File: src/hdl/mfc_pkg.sv
`timescale 1ns / 1ps

package mfc_pkg;

    localparam logic [15:0] EVT_SYNC   = 16'h0000;
    localparam logic [15:0] EVT_ABS    = 16'h0003;

    localparam logic [15:0] CODE_SLOT  = 16'h002F;
    localparam logic [15:0] CODE_TRACK = 16'h0039;
    localparam logic [15:0] CODE_X     = 16'h0035;
    localparam logic [15:0] CODE_Y     = 16'h0036;

    localparam logic [31:0] LIFT_ID    = 32'hFFFF_FFFF;

    localparam logic [1:0]  KIND_TOUCH   = 2'd0;
    localparam logic [1:0]  KIND_UNTOUCH = 2'd1;
    localparam logic [1:0]  KIND_CLEAR   = 2'd2;

    typedef struct packed {
        logic [15:0]        event_type;
        logic [15:0]        event_code;
        logic signed [31:0] event_value;
    } event_word_t;

    typedef struct packed {
        logic valid;
        logic take;
    } word_hs_t;

endpackage

File: src/hdl/multitouch_finger_classifier.sv
`timescale 1ns / 1ps
// Channel   Direction  Handshake                   Word
// event     in         event_valid / event_stall   event_type, event_code, event_value
// touch     out        touch_valid / touch_stall   touch_kind, touch_x, touch_y
// config    in         cfg_write                   cfg_data (remote connected)
//
// One event word is taken every cycle unless stalled; sync results are registered.
// The rate is set by the single state update between the input and result registers.
// Reset clears the tracking state and remote connected; no clearing pass is needed.
// A stalled result holds the tracker, and the input register then stalls the event side.

module multitouch_finger_classifier (
    input  logic               clk,
    input  logic               rst_n,
    input  logic               cfg_write,
    input  logic               cfg_data,
    input  logic               event_valid,
    output logic               event_stall,
    input  logic [15:0]        event_type,
    input  logic [15:0]        event_code,
    input  logic signed [31:0] event_value,
    output logic               touch_valid,
    input  logic               touch_stall,
    output logic [1:0]         touch_kind,
    output logic signed [31:0] touch_x,
    output logic signed [31:0] touch_y
);

    mfc_pkg::event_word_t word;
    mfc_pkg::word_hs_t    hs;
    logic                 word_take;

    mfc_input_reg u_input_reg (
        .clk         (clk),
        .rst_n       (rst_n),
        .event_valid (event_valid),
        .event_stall (event_stall),
        .event_type  (event_type),
        .event_code  (event_code),
        .event_value (event_value),
        .word        (word),
        .word_take   (word_take),
        .hs          (hs)
    );

    mfc_tracker u_tracker (
        .clk         (clk),
        .rst_n       (rst_n),
        .cfg_write   (cfg_write),
        .cfg_data    (cfg_data),
        .word        (word),
        .word_valid  (hs.valid),
        .word_take   (word_take),
        .touch_valid (touch_valid),
        .touch_stall (touch_stall),
        .touch_kind  (touch_kind),
        .touch_x     (touch_x),
        .touch_y     (touch_y)
    );

    a_clear_zero: assert property (@(posedge clk) disable iff (!rst_n)
        touch_valid && (touch_kind == mfc_pkg::KIND_CLEAR)
        |-> (touch_x == 32'd0) && (touch_y == 32'd0))
        else $error("clear result carries non-zero coordinates");

    a_kind_code: assert property (@(posedge clk) disable iff (!rst_n)
        touch_valid |-> (touch_kind == mfc_pkg::KIND_TOUCH) || (touch_kind == mfc_pkg::KIND_UNTOUCH)
                        || (touch_kind == mfc_pkg::KIND_CLEAR))
        else $error("result kind out of range");

    a_take_needs_word: assert property (@(posedge clk) disable iff (!rst_n)
        hs.take |-> hs.valid)
        else $error("tracker took a word the input register does not hold");

    a_back_pressure: assert property (@(posedge clk) disable iff (!rst_n)
        hs.valid && touch_valid && touch_stall |-> event_stall)
        else $error("event side not stalled while the result is blocked");

endmodule

File: src/hdl/mfc_input_reg.sv
`timescale 1ns / 1ps

module mfc_input_reg (
    input  logic                clk,
    input  logic                rst_n,
    input  logic                event_valid,
    output logic                event_stall,
    input  logic [15:0]         event_type,
    input  logic [15:0]         event_code,
    input  logic signed [31:0]  event_value,
    output mfc_pkg::event_word_t word,
    input  logic                word_take,
    output mfc_pkg::word_hs_t   hs
);

    logic                 held_reg;
    logic                 held_next;
    mfc_pkg::event_word_t word_reg;
    logic                 accept;

    // The holding register may be refilled in the same cycle that its word moves on.
    assign event_stall = held_reg && !word_take;
    assign accept      = event_valid && !event_stall;

    always_comb
    begin
        if (accept)
        begin
            held_next = 1'b1;
        end
        else if (word_take)
        begin
            held_next = 1'b0;
        end
        else
        begin
            held_next = held_reg;
        end
    end

    always_ff @(posedge clk or negedge rst_n)
    begin
        if (!rst_n)
        begin
            held_reg <= 1'b0;
        end
        else
        begin
            held_reg <= held_next;
        end
    end

    always_ff @(posedge clk)
    begin
        if (accept)
        begin
            word_reg.event_type  <= event_type;
            word_reg.event_code  <= event_code;
            word_reg.event_value <= event_value;
        end
    end

    assign word    = word_reg;
    assign hs.valid = held_reg;
    assign hs.take  = word_take;

endmodule

File: src/hdl/mfc_tracker.sv
`timescale 1ns / 1ps

module mfc_tracker (
    input  logic                 clk,
    input  logic                 rst_n,
    input  logic                 cfg_write,
    input  logic                 cfg_data,
    input  mfc_pkg::event_word_t word,
    input  logic                 word_valid,
    output logic                 word_take,
    output logic                 touch_valid,
    input  logic                 touch_stall,
    output logic [1:0]           touch_kind,
    output logic signed [31:0]   touch_x,
    output logic signed [31:0]   touch_y
);

    typedef enum logic [1:0] {
        PFX_START = 2'd0,
        PFX_SLOT0 = 2'd1,
        PFX_MATCH = 2'd2,
        PFX_NONE  = 2'd3
    } prefix_t;

    typedef enum logic [1:0] {
        CLS_NONE  = 2'd0,
        CLS_ONE   = 2'd1,
        CLS_MULTI = 2'd2
    } class_t;

    logic          remote_reg;
    prefix_t       prefix_reg,   prefix_next;
    logic          finger_reg,   finger_next;
    class_t        class_reg,    class_next;
    class_t        reported_reg, reported_next;
    logic [31:0]   primary_reg,  primary_next;
    logic [31:0]   slot_reg,     slot_next;
    logic [31:0]   track_reg,    track_next;
    logic [31:0]   x_reg,        x_next;
    logic [31:0]   y_reg,        y_next;
    logic          out_valid_reg, out_valid_next;
    logic [1:0]    kind_reg,     kind_next;
    logic [31:0]   ox_reg,       ox_next;
    logic [31:0]   oy_reg,       oy_next;

    logic          is_abs;
    logic          is_lift;
    logic          is_slot0;
    logic          is_pos;
    logic [31:0]   value;
    logic          emit;

    assign word_take = word_valid && (!out_valid_reg || !touch_stall);
    assign value     = word.event_value;
    assign is_abs    = (word.event_type == mfc_pkg::EVT_ABS);
    assign is_lift   = is_abs && (word.event_code == mfc_pkg::CODE_TRACK)
                       && (value == mfc_pkg::LIFT_ID);
    assign is_slot0  = is_abs && (word.event_code == mfc_pkg::CODE_SLOT) && (value == 32'd0);
    assign is_pos    = is_abs && ((word.event_code == mfc_pkg::CODE_X)
                       || (word.event_code == mfc_pkg::CODE_Y))
                       && (track_reg != mfc_pkg::LIFT_ID);

    always_comb
    begin
        prefix_next   = prefix_reg;
        finger_next   = finger_reg;
        class_next    = class_reg;
        reported_next = reported_reg;
        primary_next  = primary_reg;
        slot_next     = slot_reg;
        track_next    = track_reg;
        x_next        = x_reg;
        y_next        = y_reg;
        kind_next     = kind_reg;
        ox_next       = ox_reg;
        oy_next       = oy_reg;
        emit          = 1'b0;

        if (word.event_type != mfc_pkg::EVT_SYNC)
        begin
            unique case (prefix_reg)
                PFX_START:
                begin
                    prefix_next = is_lift ? PFX_MATCH : (is_slot0 ? PFX_SLOT0 : PFX_NONE);
                end
                PFX_SLOT0:
                begin
                    prefix_next = is_lift ? PFX_MATCH : PFX_NONE;
                end
                PFX_MATCH, PFX_NONE:
                begin
                    prefix_next = prefix_reg;
                end
            endcase

            if (is_abs && (word.event_code == mfc_pkg::CODE_SLOT))
            begin
                slot_next = value;
            end
            if (is_abs && (word.event_code == mfc_pkg::CODE_TRACK))
            begin
                track_next = value;
            end
            if (is_pos)
            begin
                if (!finger_reg)
                begin
                    finger_next  = 1'b1;
                    class_next   = CLS_ONE;
                    primary_next = slot_reg;
                end
                else if (primary_reg != slot_reg)
                begin
                    class_next = CLS_MULTI;
                end
                if (word.event_code == mfc_pkg::CODE_X)
                begin
                    x_next = value;
                end
                else
                begin
                    y_next = value;
                end
            end
        end
        else
        begin
            slot_next   = 32'd0;
            track_next  = 32'd0;
            prefix_next = PFX_START;
            if (prefix_reg == PFX_MATCH)
            begin
                class_next  = CLS_NONE;
                finger_next = 1'b0;
            end
            if (class_next != reported_reg)
            begin
                reported_next = class_next;
                emit          = !remote_reg;
                if (class_next == CLS_ONE)
                begin
                    kind_next = mfc_pkg::KIND_TOUCH;
                    ox_next   = x_reg;
                    oy_next   = y_reg;
                end
                else if ((class_next == CLS_NONE) && (reported_reg == CLS_ONE))
                begin
                    kind_next = mfc_pkg::KIND_UNTOUCH;
                    ox_next   = x_reg;
                    oy_next   = y_reg;
                end
                else
                begin
                    kind_next = mfc_pkg::KIND_CLEAR;
                    ox_next   = 32'd0;
                    oy_next   = 32'd0;
                end
            end
        end
    end

    always_comb
    begin
        if (word_take)
        begin
            out_valid_next = emit;
        end
        else if (!touch_stall)
        begin
            out_valid_next = 1'b0;
        end
        else
        begin
            out_valid_next = out_valid_reg;
        end
    end

    always_ff @(posedge clk or negedge rst_n)
    begin
        if (!rst_n)
        begin
            remote_reg    <= 1'b0;
            prefix_reg    <= PFX_START;
            finger_reg    <= 1'b0;
            class_reg     <= CLS_NONE;
            reported_reg  <= CLS_NONE;
            primary_reg   <= 32'd0;
            slot_reg      <= 32'd0;
            track_reg     <= 32'd0;
            x_reg         <= 32'd0;
            y_reg         <= 32'd0;
            out_valid_reg <= 1'b0;
        end
        else
        begin
            if (cfg_write)
            begin
                remote_reg <= cfg_data;
            end
            out_valid_reg <= out_valid_next;
            if (word_take)
            begin
                prefix_reg   <= prefix_next;
                finger_reg   <= finger_next;
                class_reg    <= class_next;
                reported_reg <= reported_next;
                primary_reg  <= primary_next;
                slot_reg     <= slot_next;
                track_reg    <= track_next;
                x_reg        <= x_next;
                y_reg        <= y_next;
            end
        end
    end

    always_ff @(posedge clk)
    begin
        if (word_take && emit)
        begin
            kind_reg <= kind_next;
            ox_reg   <= ox_next;
            oy_reg   <= oy_next;
        end
    end

    assign touch_valid = out_valid_reg;
    assign touch_kind  = kind_reg;
    assign touch_x     = ox_reg;
    assign touch_y     = oy_reg;

endmodule

File: config.mk
export PLATFORM = sky130hd
export DESIGN_NAME = multitouch_finger_classifier
export DESIGN_NICKNAME = d
export VERILOG_FILES = /design/src/hdl/mfc_pkg.sv /design/src/hdl/multitouch_finger_classifier.sv /design/src/hdl/mfc_input_reg.sv /design/src/hdl/mfc_tracker.sv
export SDC_FILE = /design/constraint.sdc
export NUM_CORES = 1
export LEC_CHECK = 0
export ABC_AREA = 1
export BUFFER_PORTS_ARGS = -buffer_cell sky130_fd_sc_hd__buf_2
export CAP_MARGIN = 15
export CORE_ASPECT_RATIO = 1.2
export CORE_UTILIZATION = 58
export DETAILED_ROUTE_END_ITERATION = 10
export PLACE_DENSITY = 0.79
export SYNTH_ARGS = -nofsm -noshare
export SYNTH_HDL_FRONTEND = slang
export SYNTH_SLANG_ARGS = --single-unit
File: constraint.sdc
create_clock -name clk -period 5 [get_ports clk]
set_clock_uncertainty 0.2 [all_clocks]
set_input_delay 1 -clock clk [delete_from_list [all_inputs] [get_ports clk]]
set_output_delay 1 -clock clk [all_outputs]
set_load 0.05 [all_outputs]
==> Yosys cells after proc, flatten, opt, wreduce, memory -nomap -nowiden <==
Index checks and enable logic that the tools add are counted.
{ "classes": {"div_mod_pow": 0, "n_bitwise": 3, "n_mux": 29, "magnitude_cmp": 0, "reduce_logical": 35, "n_addsub": 0, "n_eq_ne": 20, "multipliers": 0, "shifts": 0} }
{ "ops": {"columns": ["operator", "count"], "rows": [
  ["$mux W32", 8],
  ["$eq A16 B6 Y1 const B", 4],
  ["$eq A32 B32 Y1 const B", 1],
  ["$logic_not A32 Y1", 1],
  ["$ne A32 B32 Y1", 1],
  ["$ne A32 B32 Y1 const B", 1],
  ["$mux W2", 10],
  ["$eq A16 B2 Y1 const B", 1],
  ["$reduce_bool A16 Y1", 1],
  ["$reduce_and A3 Y1", 4],
  ["$reduce_and A4 Y1", 3],
  ["$logic_and A1 B1 Y1", 11],
  ["$mux W1", 10],
  ["$eq A2 B1 Y1 const B", 3],
  ["$ne A2 B1 Y1 const B", 3],
  ["$reduce_and A2 Y1", 3],
  ["$logic_not A1 Y1", 5],
  ["$eq A2 B2 Y1 const B", 2],
  ["$logic_not A2 Y1", 2],
  ["$ne A2 B2 Y1 const B", 2],
  ["$pmux W2 S2", 1],
  ["$reduce_bool A2 Y1", 2],
  ["$ne A3 B3 Y1 const B", 1],
  ["$not A1 Y1", 3],
  ["3 further kinds", 4]
]} }
{ "word_totals": {"mem_bits_rw": 0, "mem_bits_ro": 0, "input_bits": 70, "elab_cells": 105, "latchBits": 0, "out_inout_bits": 68, "reg_bits": 300, "mem_count": 0} }

==> Depth between registers and ports, before layout <==
Gate-level depths: netlist of the first run.
{ "logic_depth": {"word_depth": 8, "mapped_depth": 11, "mapped_depth_nobuf": 11} }

==> By module <==
A second synthesis of the first run with hierarchy kept.
{ "hier_totals": {"hier_cells": 1144, "area_unflattened_um2": 12324.3} }
{ "modules_own_cells": {"columns": ["module", "area_per_inst_um2", "seq_area_each_um2", "cells_each", "instances"], "rows": [
  ["mfc_tracker", 10329.9, 6211.0, 1071, 1],
  ["mfc_input_reg", 1994.4, 1946.9, 73, 1]
]} }

==> Worst setup path before layout of the first run <==
No wires, ideal clock.
{ "synth_timing": {"path_kind": "input to register", "from": "input touch_stall", "to": "register u_tracker.kind_reg[0], in the netlist u_tracker.touch_kind[0] (enable)", "t_required_ns": 4.309, "t_arrival_ns": 4.195, "path_buffers": 0, "slack_ns": 0.115, "setup_time_ns": 0.491, "stages": 5, "cell_sequence": "nand2_1 -> nand2_1 -> inv_1 -> o211ai_1 -> nor2_1"} }
{ "synth_via": {"elab_chain_len": 5} }
{ "synth_rtl": {"columns": ["item", "line", "text"], "rows": [
  ["start, declared", "multitouch_finger_classifier.sv:23", "input logic touch_stall,"],
  ["$logic_not A1 Y1", "mfc_tracker.sv:53", "assign word_take = word_valid && (!out_valid_reg || !touch_stall);"],
  ["$logic_or A1 B1 Y1", "mfc_tracker.sv:53", null],
  ["$logic_and A1 B1 Y1", "mfc_tracker.sv:53", null],
  ["$logic_and A1 B1 Y1", "mfc_tracker.sv:218", "if (word_take && emit)"],
  ["$reduce_and A3 Y1 (no source line)", null, null],
  ["end signal, assigned", "mfc_tracker.sv:220", "kind_reg <= kind_next;"],
  ["end, declared", "mfc_tracker.sv:42", "logic [1:0] kind_reg, kind_next;"]
]} }
Every way passes these cells.
A chain may end at the register's enable or synchronous reset.

==> Final worst setup path of the first run <==
{ "layout_timing": {"from": "register u_input_reg.word_reg, in the netlist u_input_reg.word[63]", "to": "register u_tracker.ox_reg[15], in the netlist u_tracker.touch_x[15] (enable)"} }
{ "layout_via": {"elab_chain_len": 4, "word_cells_on_any_way": 5, "cone_classes": "mux (1); bitwise (1); reduce/logical (3)"} }
{ "layout_rtl": {"columns": ["item", "line", "text"], "rows": [
  ["start, declared", "mfc_input_reg.sv:18", "mfc_pkg::event_word_t word_reg;"],
  ["$reduce_bool A16 Y1 *", "mfc_tracker.sv:79", "if (word.event_type != mfc_pkg::EVT_SYNC)"],
  ["$mux W1", "mfc_tracker.sv:79", null],
  ["$logic_and A1 B1 Y1", "mfc_tracker.sv:218", null],
  ["$reduce_and A3 Y1 (no source line) *", null, null],
  ["end signal, assigned", "mfc_tracker.sv:221", "ox_reg <= ox_next;"],
  ["end, declared", "mfc_tracker.sv:43", "logic [31:0] ox_reg, ox_next;"]
]} }
Every way passes the cells marked *; elsewhere a longest branch is shown, timed or not.

==> metrics, run 1 <==
Die X-Extent=133 µm; critical path peak fanout=66; final hold violation count=0; Avg Cell Area, Syn=10.4 µm²; minimum clock period=3.43 ns; period utilization=0.686; Net Count, Synth=1208; Final Max Slew Viols=0; Synth Area in Compound Gates=0.0728; Finished Cell Area=0.0138 mm²; EDFF count, synth=130; DR DRC count=0; gr usage total=0.239; mean routed wirelength per cell=16.0 µm; top cell type's share of synthesized area=0.358; Commonest cells post-synth=294 x nand2_1, 170 x dfrtp_1, 130 x edfxtp_1; synth warn=0; largest net degree at the start of global routing=111; P per Cell Area=369 mW/mm²; CTS max path bufs=3; H-tree depth=1; port bufs=137; synthesized cell area=0.0119 mm²; Worst-path clk slew=0.06 ns; # hold bufs at CTS=0; post-synthesis instance total=1138; GR Util met2=0.407; VDD IR max=0.283 mV; Worst slew margin=0.295; largest family of logic cells by synthesized area=simple AND/OR/NAND/NOR gates; antenna violations before repair=0; Die H=159 µm; Post-Route WL=24900 µm; kind of critical path=register to register; initial core utilization=0.598; Sequential Area=0.00816 mm²; total of max-cap violations=0; multi-input logic area=0.00312 mm²; setup violators final=0; actual slew at the worst max-slew pin=1.05 ns; Worst-Skew Late Latency=0.54 ns; CP Capture Type=register; Final ANT Viol Nets=0; unique cell type count in the Yosys netlist=29; GRT busiest layer=met2; total clock sinks=300; CP Launch Type=register; area grow syn2layout=16.1%; RSZ-0062 raised after global routing=false; multiplexer area fraction after synthesis=0.000949; cts bufs inserted=29; WP data arrival=3.40 ns; adder-cell share of the synthesized area=0; die area=0.0210 mm²; GR Util met1=0.324; remaining global-route overflow=0; Primary FF master, synth=dfrtp_1; Iter 0 DRT Violations=643; most common cell in the synthesized netlist=nand2_1; Core Area=0.0198 mm²; register area share after synthesis=0.687; IO Pins=138; layout cells sized above 1=0.162; area share of and/or/nand/nor cells after synthesis=0.168; vias=8275; Yosys reg bits=300; setup bufs post-CTS=0; DRT Pass-1 Iters=5; Rows=56; GPL Wtd Cong=0.787; TritonCTS clock tree=yes; max FFs per register=64; setup TNS=0 ns; CTS root buffer=clkbuf_16; vias in the first global route=7821; met3 usage=0.0318; top cells by area, synth=dfrtp_1 36%, edfxtp_1 33%, nand2_1 9.3%; global-route wire length before repair=39400 µm; post_cts resized=0; Register-to-Register Path Depth=8; fin util=0.695; max frequency=291 MHz; placed inst area=0.0128 mm²; Crit path required time=4.96 ns; XOR/XNOR Fraction of Synth Area=0.0177; DR vias/cell=5.33; Async SR Flop Fraction=0.567; nets=1339; area leader, netlist=dfrtp_1; n_diodes=0; fillers=1414; Hold Crit Class=register to register; Hold Crit Depth=2; hpwl dp=16100 µm; Lkg Pwr=6.62 nW; status=finished, final reports clean
## path summary, 6_finish.rpt
kind / from / endpoint / slack (ns)
min in group asynchronous: rst_n / u_tracker.primary_reg[12]$_DFFE_PN0P_ / 0.37
min: u_tracker.class_reg[1]$_DFFE_PN0P_ / u_tracker.class_reg[1]$_DFFE_PN0P_ / 0.28
max: u_input_reg.word[63]$_DFFE_PP_ / u_tracker.touch_x[15]$_DFFE_PP_ / 1.57
max in group asynchronous: rst_n / u_tracker.y_reg[0]$_DFFE_PN0P_ / 3.34
min reg2reg: u_tracker.class_reg[1]$_DFFE_PN0P_ / u_tracker.class_reg[1]$_DFFE_PN0P_ / 0.28
max reg2reg: u_input_reg.word[63]$_DFFE_PP_ / u_tracker.touch_x[15]$_DFFE_PP_ / 1.57
## worst max-delay path: stages (launching register included)
cell	delay [ns]
edfxtp_1	0.36
nor2_1	0.12
nand2_1	0.07
nor2_2	0.20
nand3_2	0.60
inv_2	0.37
o211ai_1	0.25
nor2_4	0.12
buf_4	0.71
## cell families (layout without fill, tap and decap cells)
group,after synthesis,after routing
muxes,1,1
DFF,300,300
buffers and inverters,151,304
and+or+nand+nor,491,491
xor gates and xnor gates,24,24
AOI/OAI and AO/OA,171,171
## area by class of cell
cell class / instances / area share
Multi-Input combinational cell: 687 / 0.226
Clock buffer: 34 / 0.0556
Sequential cell: 300 / 0.592
Inverter: 106 / 0.0289
Tap cell: 261 / 0.0237
Clock inverter: 19 / 0.0165
Timing Repair Buffer: 145 / 0.0569
## layer usage
layer / wire [µm] / vias up
li1: - / 3962
met1: 10500 / 4008
met2: 12400 / 266
met3: 1360 / 39
met4: 534 / 0
met5: 0 / -
## power by group
group / switching [mW] / leakage [nW] / total (mW) / internal [mW]
combinational: 0.0924 / 2.78 / 0.135 / 0.0430
clock: 0.921 / 0.482 / 2.27 / 1.35
sequential: 0.0533 / 3.36 / 2.68 / 2.62
## placed cells by master, fill, tap and decap left out, types with 3 or more instances in the layout
cell type and count:
xnor2_1 23, o21ai_1 58, buf_4 6, buf_2 136
nand2_1 294, dfrtp_1 170, clkinv_2 7, edfxtp_1 130
nand3_2 3, nand3_1 41, o21ai_0 109, inv_2 3
bufinv_16 5, nand4_1 13, clkinv_1 4, nor3_1 5
clkinvlp_4 3, nor2_2 3, clkbuf_16 30, nor2_1 124
inv_1 102, nor2_4 4, clkbuf_1 4
## through the flow
stage	setup WS, ns	hold slack [ns]	total power [mW]	std cells
final	1.57	0.280	5.09	1552
after global routing	1.36	0.310	5.22	1552
after floorplan	0.115	0.242	2.76	1138
after global placement	1.51	0.261	2.85	1498
after detailed placement	1.46	0.266	2.86	1498
after CTS	1.59	0.282	5.11	1551
Power figures use the tool's default switching activity.
==> run 2: changes to the inputs <==
==> constraint.sdc (replaced) <==
create_clock -name clk -period 3.6 [get_ports clk]
set_clock_uncertainty 0.2 [all_clocks]
set_input_delay 0.72 -clock clk [delete_from_list [all_inputs] [get_ports clk]]
set_output_delay 0.72 -clock clk [all_outputs]
set_load 0.05 [all_outputs]
==> run 2 against run 1 <==
Worst setup slack worse by 0.65 ns. Sequential power up 39%. Die area unchanged. Critical path depth up 1. Total power up 35%. Fmax up 28%. Via count up 1.1%. Combinational power up 40%. First-iteration DRC count up 18%. Non-clock buffer count up 5. Critical endpoint is now u_tracker.touch_y[13]$_DFFE_PP_. Largest cell class unchanged. Largest power group unchanged. Highest routed layer unchanged.
==> metrics, run 2 (synthesis results as in run 1) <==
status=finished, final reports clean (unchanged); layout cells sized above 1=0.164 (was 0.162); area grow syn2layout=16.2% (was 16.1%); R2R Setup Slk=0.91 ns (was 1.57 ns); CP Cell Sequence=inv_1, nand2_1, nor3_1, nand3_2, buf_4, inv_2, o211ai_1, nor2_4, buf_12 (was nor2_1, nand2_1, nor2_2, nand3_2, inv_2, o211ai_1, nor2_4, buf_4); nets=1343 (was 1339); Crit path required time=3.59 ns (was 4.96 ns); post_cts resized=0 (unchanged); max FFs per register=64 (unchanged); Final Max Slew Viols=0 (unchanged); Worst-path clk slew=0.06 ns (about the same); antenna violations before repair=0 (unchanged); Hold Crit Class=input pin to async pin (was register to register); setup TNS=0 ns (unchanged); Worst-Skew Late Latency=0.54 ns (about the same); max frequency=372 MHz (was 291 MHz); kind of critical path=register to register (unchanged); DRT Pass-1 Iters=5 (unchanged); Iter 0 DRT Violations=761 (was 643); H-tree depth=1 (unchanged); total clock sinks=300 (unchanged); mean routed wirelength per cell=16.4 µm (was 16.0 µm); Die X-Extent=133 µm (unchanged); crit-path max cell delay=0.37 ns (was 0.71 ns); DR vias/cell=5.38 (was 5.33); global-route wire length before repair=41300 µm (was 39400 µm); vias in the first global route=8181 (was 7821); n_diodes=0 (unchanged); P per Cell Area=496 mW/mm² (was 369 mW/mm²); Final ANT Viol Nets=0 (unchanged); port bufs=137 (unchanged); initial core utilization=0.598 (unchanged); Core Area=0.0198 mm² (unchanged); total of max-cap violations=0 (unchanged); CTS root buffer=clkbuf_16 (unchanged); actual slew at the worst max-slew pin=0.806 ns (was 1.05 ns); RR Endpoint=u_tracker.touch_y[13]$_DFFE_PP_ (was u_tracker.touch_x[15]$_DFFE_PP_); smallest hold slack=0.0248 ns (was 0.280 ns); fin util=0.695 (about the same); commonest non-fill, non-tap cell in the layout=nand2_1 (unchanged); final hold violation count=0 (unchanged); CTS max path bufs=3 (unchanged); DR DRC count=0 (unchanged); Worst slew margin=0.463 (was 0.295); gr usage total=0.250 (was 0.239); Final Power=6.85 mW (was 5.09 mW); CP Capture Type=register (unchanged); RSZ-0062 raised after global routing=false (unchanged); setup bufs post-CTS=0 (unchanged); cts bufs inserted=28 (was 29); WP data arrival=2.68 ns (was 3.40 ns); Reg2Reg Launch Point=u_input_reg.word[50]$_DFFE_PP_ (was u_input_reg.word[63]$_DFFE_PP_); most frequent cells in the layout=294 x nand2_1, 170 x dfrtp_1, 136 x buf_2 (unchanged); GPL Wtd Cong=0.779 (was 0.787); Die H=159 µm (unchanged); Lkg Pwr=6.63 nW (was 6.62 nW); Rows=56 (unchanged); TritonCTS clock tree=yes (unchanged); setup violators final=0 (unchanged); IO Pins=138 (unchanged); Post-Route WL=25500 µm (was 24900 µm); hpwl dp=16000 µm (was 16100 µm); vias=8364 (was 8275); CP Launch Type=register (unchanged); remaining global-route overflow=0 (unchanged); period utilization=0.746 (was 0.686); critical path peak fanout=64 (was 66); largest net degree at the start of global routing=84 (was 111); minimum clock period=2.69 ns (was 3.43 ns); die area=0.0210 mm² (unchanged); # hold bufs at CTS=0 (unchanged); Crit-path slowest cell=edfxtp_1 (was buf_4); Register-to-Register Path Depth=9 (was 8); VDD IR max=0.400 mV (was 0.283 mV)
==> run 2: cell types whose count changed in the layout (fill, tap and decap cells not counted), sizes merged <==
cell	change
buf	+5
clkbuf	+4
clkinvlp	-1
clkinv	-1
bufinv	-3
==> run 2: how the worst max path moves through the flow <==
stage | endpoint | from | slack (ns)
after global routing | u_tracker.touch_x[5]$_DFFE_PP_ | u_input_reg.word[50]$_DFFE_PP_ | 0.75
after global placement | u_tracker.primary_reg[25]$_DFFE_PN0P_ | touch_stall | 1.02
after floorplan | u_tracker.touch_kind[0]$_SDFFCE_PP0P_ | touch_stall | 0.09
after detailed placement | u_tracker.primary_reg[30]$_DFFE_PN0P_ | touch_stall | 0.99
after CTS | u_tracker.touch_x[5]$_DFFE_PP_ | u_input_reg.word[50]$_DFFE_PP_ | 0.94
final | u_tracker.touch_y[13]$_DFFE_PP_ | u_input_reg.word[50]$_DFFE_PP_ | 0.91
==> run 2: worst max-delay path, delay by kind of cell (launching register included) <==
| kind | cells | cell delay (ns) |
|---|---|---|
| buf+inv | 4 | 0.83 |
| compound gates | 1 | 0.20 |
| simple gates | 4 | 0.64 |
| flops | 1 | 0.37 |
==> run 2: layer usage <==
metal	wire (µm)	vias to the layer above	global-route usage	share of wire
li1	-	3966	-	-
met1	10600	4036	0.336	0.42
met2	12500	306	0.421	0.49
met3	1680	56	0.0344	0.066
met4	691	0	0.0914	0.027
met5	0	-	0	0
==> run 2: through the flow <==
| stage | area (µm²) | setup WS [ns] | cells |
|---|---|---|---|
| after floorplan | 11900 | 0.0924 | 1138 |
| after global placement | 12900 | 1.02 | 1504 |
| after detailed placement | 12900 | 0.987 | 1504 |
| after CTS | 13800 | 0.936 | 1556 |
| after global routing | 13800 | 0.746 | 1556 |
| final | 13800 | 0.914 | 1556 |
==> run 2: area by class of cell <==
cell class / instances / area (µm²)
fillers: 1391 / 6040
repair buffers: 150 / 865
flip-flops and latches: 300 / 8160
multi-input cells: 687 / 3120
clock buffers: 38 / 800
well taps: 261 / 327
clock inverters: 14 / 125
inverters: 106 / 398
==> run 2: power by group <==
group	total (mW)	switching, mW	internal [mW]
Combinational	0.189	0.125	0.0637
Sequential	3.72	0.0729	3.64
Clock	2.94	1.24	1.70
==> run 3: changes to the inputs <==
==> constraint.sdc (replaced) <==
create_clock -name clk -period 2.77 [get_ports clk]
set_clock_uncertainty 0.2 [all_clocks]
set_input_delay 0.554 -clock clk [delete_from_list [all_inputs] [get_ports clk]]
set_output_delay 0.554 -clock clk [all_outputs]
set_load 0.05 [all_outputs]
==> run 3 against run 2 <==
Worst setup slack lost 0.55 ns. First-iteration DRC count rose by 9.6%. Count of clock-buffer cells in the layout fell by 3. Clock power grew 37%. Critical path depth fell by 1. Sequential cell count did not move. Critical path type unchanged. Critical endpoint is now u_tracker.touch_x[19]$_DFFE_PP_. Largest cell class unchanged.
==> metrics, run 3 (synthesis results as in run 1) <==
setup TNS=0 ns (unchanged); worst setup margin=0.362 ns (was 0.914 ns); actual slew at the worst max-slew pin=0.559 ns (was 0.806 ns); Final Max Slew Viols=0 (unchanged); mean routed wirelength per cell=17.0 µm (was 16.4 µm); initial core utilization=0.598 (unchanged); TritonCTS clock tree=yes (unchanged); smallest hold slack=0.0118 ns (was 0.0248 ns); Hold Crit Class=input pin to register (was input pin to async pin); setup violators final=0 (unchanged); Die H=159 µm (unchanged); Worst-path clk slew=0.07 ns (was 0.06 ns); critical path peak fanout=66 (was 64); Worst-Skew Late Latency=0.54 ns (about the same); Core Area=0.0198 mm² (unchanged); P per Cell Area=633 mW/mm² (was 496 mW/mm²); max frequency=415 MHz (was 372 MHz); status=finished, final reports clean (unchanged); nets=1411 (was 1343); hpwl dp=16300 µm (was 16000 µm); Final ANT Viol Nets=0 (unchanged); CP Capture Type=register (unchanged); port bufs=137 (unchanged); layout cells sized above 1=0.160 (was 0.164); Crit path required time=2.76 ns (was 3.59 ns); n_diodes=0 (unchanged); global-route wire length before repair=43900 µm (was 41300 µm); total internal power=7.26 mW (was 5.41 mW); CP Launch Type=register (unchanged); Net Switching=1.95 mW (was 1.44 mW); Lkg Pwr=6.93 nW (was 6.63 nW); total of max-cap violations=0 (unchanged); CTS root buffer=clkbuf_16 (unchanged); remaining global-route overflow=0 (unchanged); CTS max path bufs=3 (unchanged); cts bufs inserted=29 (was 28); Iter 0 DRT Violations=834 (was 761); gr usage total=0.268 (was 0.250); DR DRC count=0 (unchanged); die area=0.0210 mm² (unchanged); H-tree depth=1 (unchanged); antenna violations before repair=0 (unchanged); Comb pwr share=0.036 (was 0.028); DR vias/cell=5.39 (was 5.38); DRT Pass-1 Iters=5 (unchanged); kind of critical path=register to register (unchanged); fillers=1274 (was 1391); sequential share of power=0.525 (was 0.543); IO Pins=138 (unchanged); WP data arrival=2.40 ns (was 2.68 ns); vias in the first global route=8752 (was 8181); Die X-Extent=133 µm (unchanged); largest net degree at the start of global routing=67 (was 84); RSZ-0062 raised after global routing=false (unchanged); vias=8747 (was 8364); most frequent cells in the layout=294 x nand2_1, 169 x dfrtp_1, 136 x buf_2 (was 294 x nand2_1, 170 x dfrtp_1, 136 x buf_2); dpl ws=0.286 ns (was 0.987 ns); GPL Wtd Cong=0.772 (was 0.779); VDD IR max=0.677 mV (was 0.400 mV); commonest non-fill, non-tap cell in the layout=nand2_1 (unchanged); area grow syn2layout=22.5% (was 16.2%); Worst slew margin=0.628 (was 0.463); Post-Route WL=27500 µm (was 25500 µm); switching share of total power=0.211 (was 0.210); final hold violation count=0 (unchanged); clock network power share=0.439 (was 0.429); Final Power=9.20 mW (was 6.85 mW); period utilization=0.869 (was 0.746); total clock sinks=300 (unchanged); minimum clock period=2.41 ns (was 2.69 ns); max FFs per register=64 (unchanged); setup bufs post-CTS=0 (unchanged); Rows=56 (unchanged)
==> run 3: cell count changes in the layout (fill, tap and decap cells not counted), moves of 2 or more <==
| cell | previous run | this run |
|---|---|---|
| dlygate4sd3_1 | 0 | 63 |
| buf_4 | 7 | 10 |
| clkbuf_8 | 4 | 1 |
| bufinv_16 | 2 | 4 |
| clkinv_1 | 4 | 6 |
==> run 3: power groups by stage <==
stage	clock [mW]	sequential, mW	combinational, mW
final	4.04	4.83	0.329
after global routing	4.24	4.84	0.365
after CTS	4.06	4.83	0.323
after detailed placement	0	4.91	0.251
after global placement	0	4.91	0.244
after floorplan	0	4.88	0.101
==> run 3: final timing paths <==
kind | startpoint | cells after the start | slack [ns] | end
min | event_value[11] | 1 | 0.01 | u_input_reg.word[11]$_DFFE_PP_
max | u_input_reg.word[62]$_DFFE_PP_ | 8 | 0.36 | u_tracker.touch_x[19]$_DFFE_PP_
max reg2reg | u_input_reg.word[62]$_DFFE_PP_ | 8 | 0.36 | u_tracker.touch_x[19]$_DFFE_PP_
min reg2reg | u_tracker.class_reg[1]$_DFFE_PN0P_ | 2 | 0.31 | u_tracker.class_reg[1]$_DFFE_PN0P_
min in group asynchronous | rst_n | 2 | 0.32 | u_tracker.track_reg[15]$_DFFE_PN0P_
max in group asynchronous | rst_n | 3 | 1.33 | u_tracker.touch_valid$_DFFE_PN0P_
==> run 3: cell type report <==
| class | count | area (µm²) | area share |
|---|---|---|---|
| sequential | 300 | 8160 | 0.561 |
| tap | 261 | 327 | 0.0225 |
| timing repair buffer | 217 | 1540 | 0.106 |
| clock inverter | 18 | 204 | 0.0140 |
| inverter | 106 | 402 | 0.0276 |
| clock buffer | 35 | 779 | 0.0536 |
| multi-input combinational | 687 | 3130 | 0.215 |
==> run 3: through the flow <==
step,cell area [µm²],cells,utilization
final,14500,1624,0.733
after global routing,14500,1624,0.733
after CTS,14500,1622,0.732
after detailed placement,12900,1508,0.652
after global placement,12900,1508,0.652
after floorplan,11900,1138,-
==> run 3: critical path, cell delays in order (launching register included) <==
cell,delay (ns)
edfxtp_1,0.39
nor2_1,0.10
nand2_1,0.08
nor2_2,0.23
nand3_2,0.15
inv_2,0.15
o211ai_1,0.21
nor2_4,0.16
buf_12,0.31
==> run 3: metal layers <==
layer  wire [µm]  share of wire  GRT usage
met1       11000           0.40      0.349
met2       14000           0.51      0.464
met3        1710          0.062     0.0341
met4         798          0.029      0.103
met5           0              0          0
==> run 3: what timing repair did <==
item,CTS,global route
gates resized for setup,0,0
endpoints found under the hold margin,106,2
hold buffers,61,2
